`src/rtl/kvt_pkg.sv`:
```
// kvt_pkg: request and status codes, word layout and shared types of the key/value table
// no dependencies
`default_nettype none

package kvt_pkg;

	localparam int DATA_W          = 32;
	localparam int WORD_W          = 1 + 2 * DATA_W;
	localparam int DEFAULT_ENTRIES = 16;

	localparam logic [1:0] ACT_LOOKUP = 2'd0;
	localparam logic [1:0] ACT_INSERT = 2'd1;
	localparam logic [1:0] ACT_REMOVE = 2'd2;

	localparam logic [1:0] ST_OK        = 2'd0;
	localparam logic [1:0] ST_NOT_FOUND = 2'd1;
	localparam logic [1:0] ST_IN_USE    = 2'd2;
	localparam logic [1:0] ST_FULL      = 2'd3;

	// table word: valid mark on top, then key, then value
	typedef struct packed {
		logic                     valid;
		logic [DATA_W-1:0] key;
		logic [DATA_W-1:0] value;
	} slot_word_t;

	typedef struct packed {
		logic hit;
		logic free;
	} match_flags_t;

endpackage

`default_nettype wire

```
`src/rtl/kvt_ram.sv`:
```
// kvt_ram: generic single write, single read port ram with registered read data
// no dependencies
`default_nettype none

module kvt_ram #(
	parameter int WIDTH = 8,
	parameter int DEPTH = 16
) (
	input  wire logic                     clk,
	input  wire logic                     we,
	input  wire logic [$clog2(DEPTH)-1:0] waddr,
	input  wire logic [WIDTH-1:0]         wdata,
	input  wire logic [$clog2(DEPTH)-1:0] raddr,
	output logic      [WIDTH-1:0]         rdata
);

	logic [WIDTH-1:0] mem_q [DEPTH];

	always_ff @(posedge clk) begin
		if (we) begin
			mem_q[waddr] <= wdata;
		end
		rdata <= mem_q[raddr];
	end

endmodule

`default_nettype wire

```
`src/rtl/kvt_match.sv`:
```
// kvt_match: compare unit, checks one table word per cycle against the request key
// and keeps the first hit and the lowest free slot; depends on kvt_pkg
`default_nettype none

module kvt_match
	import kvt_pkg::*;
#(
	parameter int ENTRIES = DEFAULT_ENTRIES
) (
	input  wire logic                       clk,
	input  wire logic                       arst_n,
	input  wire logic                       clr,
	input  wire logic                       en,
	input  wire logic [$clog2(ENTRIES)-1:0] idx,
	input  wire slot_word_t                 rd_word,
	input  wire logic [DATA_W-1:0]          key_req,
	output match_flags_t                    flags,
	output logic [$clog2(ENTRIES)-1:0]      hit_idx,
	output logic [$clog2(ENTRIES)-1:0]      free_idx,
	output logic [DATA_W-1:0]               hit_value
);

	localparam int IW = $clog2(ENTRIES);

	match_flags_t      flags_q;
	logic [IW-1:0]     hit_idx_q;
	logic [IW-1:0]     free_idx_q;
	logic [DATA_W-1:0] hit_value_q;
	logic              is_hit;
	logic              is_free;

	assign is_hit  = en && rd_word.valid && (rd_word.key == key_req);
	assign is_free = en && !rd_word.valid;

	always_ff @(posedge clk or negedge arst_n) begin
		if (!arst_n) begin
			flags_q <= '0;
		end else if (clr) begin
			flags_q <= '0;
		end else begin
			if (is_hit && !flags_q.hit) begin
				flags_q.hit <= 1'b1;
			end
			if (is_free && !flags_q.free) begin
				flags_q.free <= 1'b1;
			end
		end
	end

	always_ff @(posedge clk) begin
		if (!clr && is_hit && !flags_q.hit) begin
			hit_idx_q   <= idx;
			hit_value_q <= rd_word.value;
		end
		if (!clr && is_free && !flags_q.free) begin
			free_idx_q <= idx;
		end
	end

	assign flags     = flags_q;
	assign hit_idx   = hit_idx_q;
	assign free_idx  = free_idx_q;
	assign hit_value = hit_value_q;

endmodule

`default_nettype wire

```
`src/rtl/key_value_table.sv`:
```
// key_value_table: top level, request sequencer, table ram and compare unit
// depends on kvt_pkg, kvt_ram, kvt_match
//
// usage
// - input channel in_valid/in_ready carries one request word: action, key, value
// - output channel out_valid/out_ready carries one result word: status, found_value
// - every request gives exactly one result, in request order
// - a request runs from acceptance to a registered result through the states
//   S_SCAN, S_EVAL and S_DECIDE: one table read a cycle through the single
//   ram read port, then the last read data, then decide and write
// - in_ready is high only while no request is in work; one request at a time,
//   so a new request is taken only once the last one has left S_DECIDE
// - results sit in an output register; the next request is taken while a result
//   waits, but its own result is held back until the waiting one is taken
// - after reset the table ram is cleared one slot a cycle with in_ready low;
//   all slots are then empty
// - insert uses the lowest free slot; a present key wins over table full
`default_nettype none

module key_value_table
	import kvt_pkg::*;
#(
	parameter int ENTRIES = DEFAULT_ENTRIES
) (
	input  wire logic                     clk,
	input  wire logic                     arst_n,
	input  wire logic                     in_valid,
	output logic                          in_ready,
	input  wire logic [1:0]               action,
	input  wire logic signed [DATA_W-1:0] key,
	input  wire logic signed [DATA_W-1:0] value,
	output logic                          out_valid,
	input  wire logic                     out_ready,
	output logic [1:0]                    status,
	output logic signed [DATA_W-1:0]      found_value
);

	localparam int            IW   = $clog2(ENTRIES);
	localparam logic [IW-1:0] LAST = IW'(ENTRIES - 1);

	typedef enum logic [2:0] {
		S_CLEAR,
		S_IDLE,
		S_SCAN,
		S_EVAL,
		S_DECIDE
	} state_t;

	state_t            state_q;
	logic [IW-1:0]     addr_q;
	logic [IW-1:0]     rd_idx_q;
	logic              issue_q;
	logic [1:0]        act_q;
	logic [DATA_W-1:0] key_q;
	logic [DATA_W-1:0] val_q;
	logic              out_valid_q;
	logic [1:0]        status_q;
	logic [DATA_W-1:0] found_value_q;

	logic              ram_we;
	logic [IW-1:0]     ram_waddr;
	slot_word_t        ram_wdata;
	slot_word_t        ram_rdata;

	match_flags_t      flags;
	logic [IW-1:0]     hit_idx;
	logic [IW-1:0]     free_idx;
	logic [DATA_W-1:0] hit_value;

	logic              accept;
	logic              out_free;
	logic [1:0]        status_d;
	logic [DATA_W-1:0] found_d;

	assign accept   = in_valid && in_ready;
	assign out_free = !out_valid_q || out_ready;

	kvt_ram #(
		.WIDTH (WORD_W),
		.DEPTH (ENTRIES)
	) u_ram (
		.clk   (clk),
		.we    (ram_we),
		.waddr (ram_waddr),
		.wdata (ram_wdata),
		.raddr (addr_q),
		.rdata (ram_rdata)
	);

	kvt_match #(
		.ENTRIES (ENTRIES)
	) u_match (
		.clk       (clk),
		.arst_n    (arst_n),
		.clr       (accept),
		.en        (issue_q),
		.idx       (rd_idx_q),
		.rd_word   (ram_rdata),
		.key_req   (key_q),
		.flags     (flags),
		.hit_idx   (hit_idx),
		.free_idx  (free_idx),
		.hit_value (hit_value)
	);

	// result and table update
	always_comb begin
		status_d  = ST_NOT_FOUND;
		found_d   = '0;
		ram_we    = 1'b0;
		ram_waddr = addr_q;
		ram_wdata = '0;
		case (act_q)
			ACT_LOOKUP: begin
				if (flags.hit) begin
					status_d = ST_OK;
					found_d  = hit_value;
				end
			end
			ACT_INSERT: begin
				if (flags.hit) begin
					status_d = ST_IN_USE;
				end else if (flags.free) begin
					status_d  = ST_OK;
					ram_we    = (state_q == S_DECIDE) && out_free;
					ram_waddr = free_idx;
					ram_wdata = '{valid: 1'b1, key: key_q, value: val_q};
				end else begin
					status_d = ST_FULL;
				end
			end
			ACT_REMOVE: begin
				if (flags.hit) begin
					status_d  = ST_OK;
					ram_we    = (state_q == S_DECIDE) && out_free;
					ram_waddr = hit_idx;
					ram_wdata = '{valid: 1'b0, key: key_q, value: val_q};
				end
			end
			default: begin
				status_d = ST_NOT_FOUND;
			end
		endcase
		if (state_q == S_CLEAR) begin
			ram_we    = 1'b1;
			ram_waddr = addr_q;
			ram_wdata = '0;
		end
	end

	always_ff @(posedge clk or negedge arst_n) begin
		if (!arst_n) begin
			state_q     <= S_CLEAR;
			addr_q      <= '0;
			issue_q     <= 1'b0;
			out_valid_q <= 1'b0;
		end else begin
			if (state_q == S_DECIDE && out_free) begin
				out_valid_q <= 1'b1;
			end else if (out_ready) begin
				out_valid_q <= 1'b0;
			end
			unique case (state_q)
				S_CLEAR: begin
					if (addr_q == LAST) begin
						addr_q  <= '0;
						state_q <= S_IDLE;
					end else begin
						addr_q <= addr_q + 1'b1;
					end
				end
				S_IDLE: begin
					addr_q <= '0;
					if (accept) begin
						state_q <= S_SCAN;
					end
				end
				S_SCAN: begin
					issue_q <= 1'b1;
					if (addr_q == LAST) begin
						addr_q  <= '0;
						state_q <= S_EVAL;
					end else begin
						addr_q <= addr_q + 1'b1;
					end
				end
				S_EVAL: begin
					issue_q <= 1'b0;
					state_q <= S_DECIDE;
				end
				S_DECIDE: begin
					if (out_free) begin
						state_q <= S_IDLE;
					end
				end
				default: begin
					state_q <= S_IDLE;
				end
			endcase
		end
	end

	// payload registers
	always_ff @(posedge clk) begin
		if (accept) begin
			act_q <= action;
			key_q <= key;
			val_q <= value;
		end
		rd_idx_q <= addr_q;
		if (state_q == S_DECIDE && out_free) begin
			status_q      <= status_d;
			found_value_q <= found_d;
		end
	end

	assign in_ready    = (state_q == S_IDLE);
	assign out_valid   = out_valid_q;
	assign status      = status_q;
	assign found_value = found_value_q;

	a_match_cleared: assert property (@(posedge clk) disable iff (!arst_n)
		accept |=> !flags.hit && !flags.free)
		else $error("compare unit not cleared for new request");

	a_no_read_at_decide: assert property (@(posedge clk) disable iff (!arst_n)
		state_q == S_DECIDE |-> !issue_q)
		else $error("table read still in flight at decision");

	a_insert_no_dup: assert property (@(posedge clk) disable iff (!arst_n)
		ram_we && state_q == S_DECIDE && act_q == ACT_INSERT |-> !flags.hit)
		else $error("insert written over a present key");

	a_result_from_decide: assert property (@(posedge clk) disable iff (!arst_n)
		$rose(out_valid_q) |-> $past(state_q == S_DECIDE))
		else $error("result word raised outside decision step");

	a_no_write_in_scan: assert property (@(posedge clk) disable iff (!arst_n)
		state_q == S_SCAN || state_q == S_EVAL |-> !ram_we)
		else $error("table written during scan");

endmodule

`default_nettype wire

```
`config.mk`:
```
export PLATFORM = sky130hd
export DESIGN_NAME = key_value_table
export DESIGN_NICKNAME = d
export VERILOG_FILES = /design/src/rtl/kvt_pkg.sv /design/src/rtl/kvt_ram.sv /design/src/rtl/kvt_match.sv /design/src/rtl/key_value_table.sv
export SDC_FILE = /design/constraint.sdc
export NUM_CORES = 1
export LEC_CHECK = 0
export BUFFER_PORTS_ARGS = -buffer_cell sky130_fd_sc_hd__buf_2
export CORE_ASPECT_RATIO = 0.8
export CORE_MARGIN = 2
export CORE_UTILIZATION = 35
export DETAILED_ROUTE_END_ITERATION = 16
export PLACE_DENSITY = 0.54
export SLEW_MARGIN = 10
export SYNTH_ARGS = -nofsm -noshare
export SYNTH_HDL_FRONTEND = slang
export SYNTH_SLANG_ARGS = --single-unit
```
`constraint.sdc`:
```
create_clock -name clk -period 21.2 [get_ports clk]
set_clock_uncertainty 0.05 [all_clocks]
set_input_delay 1.06 -clock clk [delete_from_list [all_inputs] [get_ports clk]]
set_output_delay 1.06 -clock clk [all_outputs]
set_load 0.02 [all_outputs]
```
# Word-level counts from Yosys, hierarchy flattened
# Memories as Yosys holds them, arrays and structs flattened. A register that Yosys moved wholly into a read port is not among the register bits.
# Cells that the tools add are included.
[totals]
ff_bits = 155
mem_bits_rw = 1040
in_bits = 70
output_inout_bits = 36
word_cells = 91
n_memories = 1
[op_classes]
addsub = 1
eq_ne = 12
n_mux = 34
reduce_logical = 28
[mem_list]
columns = ["memory", "words", "word_bits", "read_ports", "rd_ports_with_merged_regs", "write_ports", "line_no", "source"]
rows = [
  ["u_ram.mem_q", 16, 65, 1, 1, 1, "kvt_ram.sv:17", "logic [WIDTH-1:0] mem_q [DEPTH];"],
]
[op_table]
columns = ["op", "n"]
rows = [
  ["two-way mux 65 bit", 3],
  ["case mux 65 bit (2 select lines)", 1],
  ["two-way mux 64 bit", 1],
  ["== test 32 bit", 1],
  ["two-way mux 4 bit", 5],
  ["case mux 4 bit (2 select lines)", 2],
  ["case mux 3 bit (5 select lines)", 1],
  ["two-way mux 3 bit", 4],
  ["logical AND 1 bit", 11],
  ["two-way mux 1 bit", 11],
  ["nonzero test 2 bit", 5],
  ["== test 3 x 2 -> 1 bit, second input constant", 2],
  ["two-way mux 2 bit", 3],
  ["logical NOT 1 bit", 5],
  ["adder 4 x 1 -> 4 bit, second input constant", 1],
  ["== test 4 bit, second input constant", 1],
  ["inequality test 2 x 1 -> 1 bit, second input constant", 2],
  ["inequality test 2 bit, second input constant", 2],
  ["case mux 1 bit (2 select lines)", 2],
  ["case mux 2 bit (2 select lines)", 1],
  ["AND reduction 4 bit", 1],
  ["OR reduction 2 bit", 2],
  ["== test 3 x 1 -> 1 bit, second input constant", 1],
  ["== test 3 bit, second input constant", 1],
  ["6 further kinds", 6],
]

# Logic depth before layout (Yosys ltp)
# Gate-level depths: netlist (run 1).
[depth]
word_depth = 9
depth_mapped = 8
ltp_nobuf = 7

# Cells and area by module
# A second synthesis (run 1) with hierarchy kept.
[unflattened]
cells_unflattened = 2073
area_unflattened_um2 = 46442.0
[by_module_without_submodules]
columns = ["module", "n_inst", "cells_per_inst", "area_per_inst_um2", "seq_area_each_um2"]
rows = [
  ["kvt_ram", 1, 1673, 40243.6, 32531.2],
  ["key_value_table", 1, 298, 4496.8, 3308.2],
  ["kvt_match", 1, 102, 1701.6, 1251.2],
]

# Worst setup path before layout (run 1)
# No wires, ideal clock.
[synth_path]
path_kind = "input-to-reg"
from = "in in_valid"
to = "reg u_match.hit_idx_q[0], in the netlist u_match.hit_idx[0], enable pin"
setup_ns = 0.413
t_arrival_ns = 6.964
t_required_ns = 20.737
path_slack_ns = 13.773
cell_stages = 4
path_buffers = 0
path_cell_list = "nor3b_1 > nor3_1 > nand3_1 > nor2_1"
[synth_via]
elab_chain_len = 4
[synth_rtl]
columns = ["item", "line_no", "source"]
rows = [
  ["start, declared", "key_value_table.sv:27", "input wire logic in_valid,"],
  ["logical AND 1 bit", "key_value_table.sv:75", "assign accept = in_valid && in_ready;"],
  ["logical NOT 1 bit", "kvt_match.sv:51", "if (!clr && is_hit && !flags_q.hit) begin"],
  ["logical AND 1 bit (2 in series)", "kvt_match.sv:51", ""],
  ["end signal, assigned", "kvt_match.sv:52", "hit_idx_q <= idx;"],
  ["end, declared", "kvt_match.sv:26", "logic [IW-1:0] hit_idx_q;"],
]
# Every way passes these cells.
# A chain may end at the register's enable or synchronous reset.

# Final worst setup path (run 1)
[layout_path]
from = "reg u_match.flags_q (netlist bit u_match.flags[1])"
to = "mem u_ram.mem_q[6][19] (netlist name), enable pin"
[layout_via]
elab_chain_len = 5
elab_cells_between_ends = 10
cone_classes = "mux (10)"
[layout_rtl]
columns = ["item", "line_no", "source"]
rows = [
  ["start, declared", "kvt_match.sv:25", "match_flags_t flags_q;"],
  ["two-way mux 1 bit, on equally long branches", "key_value_table.sv:133, key_value_table.sv:121", ""],
  ["case mux 1 bit (2 select lines)", "key_value_table.sv:113", "case (act_q)"],
  ["two-way mux 1 bit", "key_value_table.sv:144", "if (state_q == S_CLEAR) begin"],
  ["two-way mux 1 bit", "kvt_ram.sv:20", "if (we) begin"],
  ["two-way mux 1 bit (not written as such)", "kvt_ram.sv:21", "mem_q[waddr] <= wdata;"],
  ["end, declared", "kvt_ram.sv:17", ""],
]
# Several ways; a longest one is shown, not always the timed one.

==> results of run 1 <==
[cells in the mapped netlist (all sizes together) (3+ instances only)]
master / instances / area (um^2)
nor2: 24 / 92.6
clkbuf: 59 / 221
dfxtp: 69 / 1380
and2: 64 / 400
buf: 32 / 168
a22o: 3 / 27.5
nand3: 5 / 25.0
nand2b: 5 / 31.3
nand4: 7 / 43.8
inv: 8 / 30.0
ha: 5 / 62.6
a222oi: 4 / 40.0
o21ai: 4 / 20.0
edfxtp: 1180 / 35400
and3: 32 / 200
dfrtp: 11 / 275
a21oi: 6 / 30.0
mux4: 325 / 7320
xnor2: 32 / 280
nor3: 7 / 35.0
nand2: 12 / 45.0
nand3b: 3 / 22.5
[registers in the layout, indices dropped and copies added, names as in the netlist]
name,cells
val_q,32
rd_idx_q,4
found_value,32
u_ram.mem_q,1040
u_match.flags,2
u_match.hit_idx,4
out_valid,1
state_q,3
issue_q,1
key_q,32
addr_q,4
act_q,2
u_match.hit_value,32
u_match.free_idx,4
status,2
u_ram.rdata,65
[per-layer routing]
layer  up-vias  GRT usage  wire (um)
li1       8518          -          -
met3       125     0.0307       6390
met1     11000      0.232      48400
met2       629      0.237      48400
met4         0     0.0385       1580
met5         -          0          0
[kinds of logic (layout without fill, tap and decap cells)]
group                    count (synthesis)  after routing  synth area share
flip-flops                            1260           1260             0.800
AO/OA/AOI/OAI                           32             32           0.00540
AND/OR/NAND/NOR                        163            163            0.0200
XOR/XNOR                                32             32           0.00604
buffers and inverters                   99            396           0.00904
adder cells (fa/ha/maj)                  5              5           0.00135
multiplexers                           327            327             0.158
other                                    0              2                 0
[worst max-delay path, delay by kind of cell, from the launching register on]
| family | cells | cell delay (ns) |
|---|---|---|
| AO/OA/AOI/OAI | 2 | 0.95 |
| buffers and inverters | 3 | 1.32 |
| flip-flops | 1 | 0.57 |
| AND/OR/NAND/NOR | 2 | 1.33 |
[worst max path at each step]
| stage | cells past startpoint | endpoint | slack, ns |
|---|---|---|---|
| after floorplan | 4 | u_match.hit_idx[0] | 13.77 |
| final | 7 | u_ram.mem_q[6][19] | 16.51 |
| after detailed placement | 7 | u_ram.mem_q[14][39] | 16.51 |
| after global routing | 8 | u_ram.mem_q[13][42] | 16.28 |
| after global placement | 7 | u_ram.mem_q[6][32] | 16.60 |
| after CTS | 7 | u_ram.mem_q[14][42] | 16.47 |
[stage by stage]
stage                     std cells  utilization  total power [mW]  hold slack [ns]
final                          3971        0.405              7.09            0.129
after CTS                      3969        0.405              7.20           0.0752
after detailed placement       3729        0.374              5.02            0.339
after global routing           3969        0.405              7.40            0.104
after floorplan                1918            -              4.47            0.295
after global placement         3729        0.374              4.99            0.337
[layout by cell type, fill, tap and decap left out, types with 7 or more instances in the layout]
cell,instances
edfxtp_1,1180
mux4_2,325
clkbuf_16,132
buf_2,105
dfxtp_1,69
and2_1,64
clkbuf_1,46
buf_4,41
and3_1,32
xnor2_1,32
clkinv_2,16
nor2_4,13
clkinv_1,13
nand2_1,12
inv_6,11
clkbuf_8,11
nor2_1,10
inv_1,7
nand4_1,7
dfrtp_1,7
[area by class of cell]
type,instances,area (um^2)
Clock inverter,51,425
Timing Repair Buffer,148,873
Tap cell,1754,2190
Antenna cell,2,5.00
Fill cell,11500,78400
Inverter,8,30.0
Clock buffer,189,3630
Sequential cell,1260,37100
Multi-Input combinational cell,559,9010
[where the power goes]
group | internal, mW | total, mW | switching [mW]
Clock | 1.24 | 2.18 | 0.931
Combinational | 0.774 | 1.63 | 0.853
Sequential | 3.13 | 3.29 | 0.158
==> flow_summary_export.csv, run 1 <==
group,metric,value,unit
hold_path,hp-class,"in2async",
die,ios,106,
critical_path,endpoint_kind,"flip-flop",
critical_path,path_cells,"buf_4, inv_2, a221o_2, a222oi_1, nand3b_1, nor2_4, buf_4",
synth,synth_cell_types,46,
critical_path,cp-startpoint,"u_match.flags[1]",
placement,preCtsSetupSlack,16.51,ns
final_layout,final_cell_area,53300,um^2
cts,cts_setup_buffers,0,
global_routing,grt_util_all_layers,0.156,
sta,fin_crit_sh,0.221,
sta,worst_pin_slew,1.13,ns
sta,period_needed,4.69,ns
critical_path,crit_type,"reg2reg",
cts,cts_max_level,4,
placement,portBuffers,105,
global_routing,grt_remaining_overflow,0,
die,dieArea,135000,um^2
drt,drc,0,
critical_path,worst_path_max_delay_cell,"nor2_4",
die,rows,119,
cts,numCtsBuffers,130,
sta,rsz0062_at_grt,"no",
pwr,cellLeakagePower,17.1,nW
die,die_w,411,um
drt,via_per_inst,5.11,
die,die_h,330,um
cts,clock_latency,0.75,ns
sta,setup_viol,0,
cts,ctsHoldBuffers,0,
global_routing,grt_pass1_wl,152000,um
critical_path,critPathLaunchType,"flip-flop",
synth,yosys_register_bits,1260,
final_layout,syn2layout_area_growth,14.9,%
drt,drt_iter0_drc,2202,
drt,drtAntennaViolNets,0,
critical_path,r2r-start,"u_match.flags[1]",
sta,finalSetupTns,0,ns
drt,drt-total-wl,105000,um
synth,yosysSeqAreaShare,0.800,
die,coreArea,132000,um^2
cts,clock_path_buffers,3,
critical_path,reg2reg_slack,16.51,ns
pwr,ir_worst_vdd,95.9,uV
critical_path,arrival,4.99,ns
global_routing,grt_pass1_vias,21500,
synth,synth_edf_count,1180,
placement,place_area,49200,um^2
cts,clock-sinks,1260,
sta,max_freq,213,MHz
synth,synth_fp_nets,1993,
critical_path,crit_required,21.50,ns
critical_path,worst_path_largest_cell_delay,0.91,ns
cts,path_clk_slew,0.06,ns
critical_path,crit_fanout,43,
global_routing,antenna_found_initial,6,
synth,synth.avg_cell_area,24.2,um^2
synth,async_reset_ff_frac,0.00873,
drt,first_pass_iters,7,
sta,fin_ws,16.51,ns
cts,cts-resized-gates,0,
synth,syn_area,46400,um^2
outcome,status,"finished clean",
sta,finalHoldViolations,0,
sta,slew_headroom,0.246,
synth,ys_warn_count,0,
final_layout,nets,2182,
pwr,power.density,133,nW/um^2
die,start_util,0.352,
sta,slew_viol_final,0,
placement,gp_congestion,0.770,
synth,ys.flop_type,"edfxtp_1",
synth,postSynthCellCount,1918,
drt,wire_per_inst,26.4,um
critical_path,path_common_cell,"buf_4",
final_layout,drive_above_1_share,0.310,
cts,cts_tree,"built",
cts,cts-root-buf,"clkbuf_16",
run,max_cap_viol_count,0,
critical_path,r2r-end,"u_ram.mem_q[6][19]",
placement,hpwl,55900,um
drt,vias,20300,
global_routing,grt_max_degree,156,
critical_path,reg2reg_depth,7,
(Power assumes the default switching activity.)
==> run 2, diff against run 1 <==
ABC_AREA = 1   (was default)
PLACE_DENSITY = 0.55   (was 0.54)
clock period = 4 ns   (was 21.2 ns; I/O delays follow)
==> run 2 against run 1 <==
Synthesized area grew 4.0%. Combinational power grew to 6.2 times the previous value. Synthesized cell count grew 93%. Routed wire length grew 21%. Global-route usage grew 2.2 points. Cell area grew 4.7%. Setup slack lost 16 ns. Total power grew to 5.4 times the previous value. Sequential share of layout area shrank 3.1 points.
==> flow_summary_export.csv, run 2 <==
group,metric,value,unit
final_layout,final_cell_area,55700,um^2
final_layout,drive_above_1_share,0.104,
synth,syn_area,48200,um^2
cts,cts_tree,"built",
sta,rsz0062_at_grt,"no",
critical_path,path_common_cell,"nand2_1",
die,coreArea,136000,um^2
synth,synth_top_area_frac,0.735,
synth,ys_warn_count,0,
drt,wire_per_inst,21.7,um
synth,async_reset_ff_frac,0.00873,
sta,finalHoldViolations,0,
synth,synthTopCellsByCount,"1,180 x edfxtp_1, 778 x nor2_1, 442 x o21ai_0, 341 x nand2_1",
critical_path,worst_path_max_delay_cell,"nor2_4",
die,dieArea,141000,um^2
final_layout,nets,3942,
placement,preCtsSetupSlack,0.811,ns
hold_path,hp-class,"in2reg",
die,die_h,336,um
sta,slew_headroom,0.244,
outcome,status,"finished clean",
global_routing,grt_pass1_vias,28400,
global_routing,grt_pass1_wl,187000,um
cts,cts_setup_buffers,0,
global_routing,busiest_layer,"met2",
synth,postSynthCellCount,3698,
sta,period_needed,3.21,ns
drt,drc,0,
drt,vias,29400,
placement,gp_congestion,0.788,
run,max_cap_viol_count,0,
critical_path,arrival,3.56,ns
synth,synth_edf_count,1180,
synth,ys.flop_type,"edfxtp_1",
die,ios,106,
synth,yosys_register_bits,1260,
synth,yosysMostFrequentCell,"edfxtp_1",
global_routing,antenna_found_initial,4,
cts,path_clk_slew,0.07,ns
critical_path,endpoint_kind,"flip-flop",
synth,synth_cell_types,33,
cts,clock_latency,0.74,ns
critical_path,cpLargestDelayFamily,"simple AND/OR/NAND/NOR gates",
pwr,ir_worst_vdd,937,uV
cts,numCtsBuffers,119,
synth,synth_top_cell_by_area,"edfxtp_1",
final_layout,final_cell_mix,"1,180 x edfxtp_1, 760 x nor2_1, 442 x o21ai_0, 341 x nand2_1",
final_layout,reg.largest.list,"u_ram.mem_q x1040, u_ram.rdata x65",
final_layout,regMostFlops,"u_ram.mem_q",
drt,via_per_inst,5.05,
die,die_w,419,um
placement,portBuffers,105,
drt,drt-total-wl,126000,um
synth,synth_fp_nets,3773,
placement,hpwl,66800,um
global_routing,grt_remaining_overflow,0,
cts,cts-root-buf,"clkbuf_16",
sta,fin_ws,0.788,ns
global_routing,use_met3,0.0253,
pwr,power.density,681,nW/um^2
pwr,cellLeakagePower,18.8,nW
synth,synth.avg_cell_area,13.0,um^2
cts,clock-sinks,1260,
critical_path,crit_required,4.34,ns
sta,worst_pin_slew,1.13,ns
critical_path,critPathLaunchType,"flip-flop",
global_routing,grt_max_degree,239,
sta,slew_viol_final,0,
critical_path,crit_type,"reg2reg",
critical_path,crit_fanout,27,
global_routing,grt_util_all_layers,0.178,
die,rows,121,
sta,fin_crit_sh,0.803,
sta,setup_viol,0,
critical_path,path_cells,"inv_1, ha_1, nand2_2, nor2_2, buf_4, nand2_1, nand2_1, nor2_1, nand2_1, nor2_4, buf_12",
cts,cts_max_level,3,
cts,clock_path_buffers,3,
die,start_util,0.354,
global_routing,met2_usage,0.274,
cts,ctsHoldBuffers,70,
sta,finalSetupTns,0,ns
synth,synth_area_leaders,"edfxtp_1 73%, nor2_1 6.1%, o21ai_0 4.6%",
final_layout,largest_reg_flops,1040,
global_routing,grt_use_met1,0.261,
drt,first_pass_iters,5,
drt,drtAntennaViolNets,0,
sta,max_freq,311,MHz
critical_path,critPathBufInv,3,
final_layout,syn2layout_area_growth,15.6,%
final_layout,final_common_cell,"edfxtp_1",
critical_path,worst_path_largest_cell_delay,0.64,ns
drt,drt_iter0_drc,2623,
cts,cts-resized-gates,0,
placement,place_area,51200,um^2
synth,yosysSeqAreaShare,0.769,
==> run 2: changes by cell type after synthesis, moves of 60 or more <==
cell / before / now
and2_1: 64 / 0
nor2_1: 23 / 778
o21ai_1: 0 / 116
o211ai_1: 0 / 130
clkbuf_1: 59 / 119
nand2_1: 12 / 341
mux4_2: 325 / 0
inv_1: 7 / 127
o21ai_0: 4 / 442
o22ai_1: 2 / 130
nand3_1: 5 / 86
==> run 2: worst paths after layout <==
| check | slack, ns | from | depth (start not counted) | endpoint |
|---|---|---|---|---|
| setup / recovery | 0.79 | act_q[0] | 11 | u_ram.mem_q[10][36] |
| hold / removal | 0.11 | value[12] | 2 | val_q[12] |
| setup reg to reg | 0.79 | act_q[0] | 11 | u_ram.mem_q[10][36] |
| hold reg to reg | 0.33 | u_ram.rdata[20] | 0 | u_match.hit_value[20] |
| max in group asynchronous | 2.90 | arst_n | 3 | addr_q[0] |
| min in group asynchronous | 0.52 | arst_n | 3 | out_valid |
==> run 2: kinds of logic (layout without fill, tap and decap cells) <==
family	Yosys count	count (layout)	share of synthesized area
DFF	1260	1260	0.769
and+or+nand+nor	1242	1242	0.100
adders and majority gates	5	5	0.00130
buffers and inverters	358	631	0.0323
other	0	3	0
AOI/OAI and AO/OA	827	827	0.0960
xor gates and xnor gates	6	6	0.00109
==> run 2: report_power, final <==
part	total (mW)	switching [mW]	internal, mW
clock	11.2	4.90	6.34
sequential	16.6	0.561	16.0
combinational	10.1	7.31	2.79
==> run 2: through the flow <==
stage                util  std cells  hold WS [ns]  total power [mW]
global route        0.409       5816        0.0837              40.0
CTS                 0.409       5816        0.0494              38.3
finish              0.409       5819         0.113              37.9
global placement    0.375       5521        0.0685              26.9
detailed placement  0.375       5521        0.0700              27.0
floorplan               -       3698        -0.146              23.6
==> run 2: routing by layer <==
metal	up-vias	part of all wire
met1	14700	0.46
met4	0	0.029
met3	195	0.055
met5	-	0
li1	13600	-
met2	838	0.45
==> run 2: layout make-up <==
cell class,instances,area (um^2)
Fill cell,12600,80700
Timing Repair Buffer,272,2220
Multi-Input combinational cell,2080,9730
Clock inverter,54,546
Sequential cell,1260,37100
Inverter,134,520
Clock buffer,171,3310
Antenna cell,3,7.51
Tap cell,1845,2310
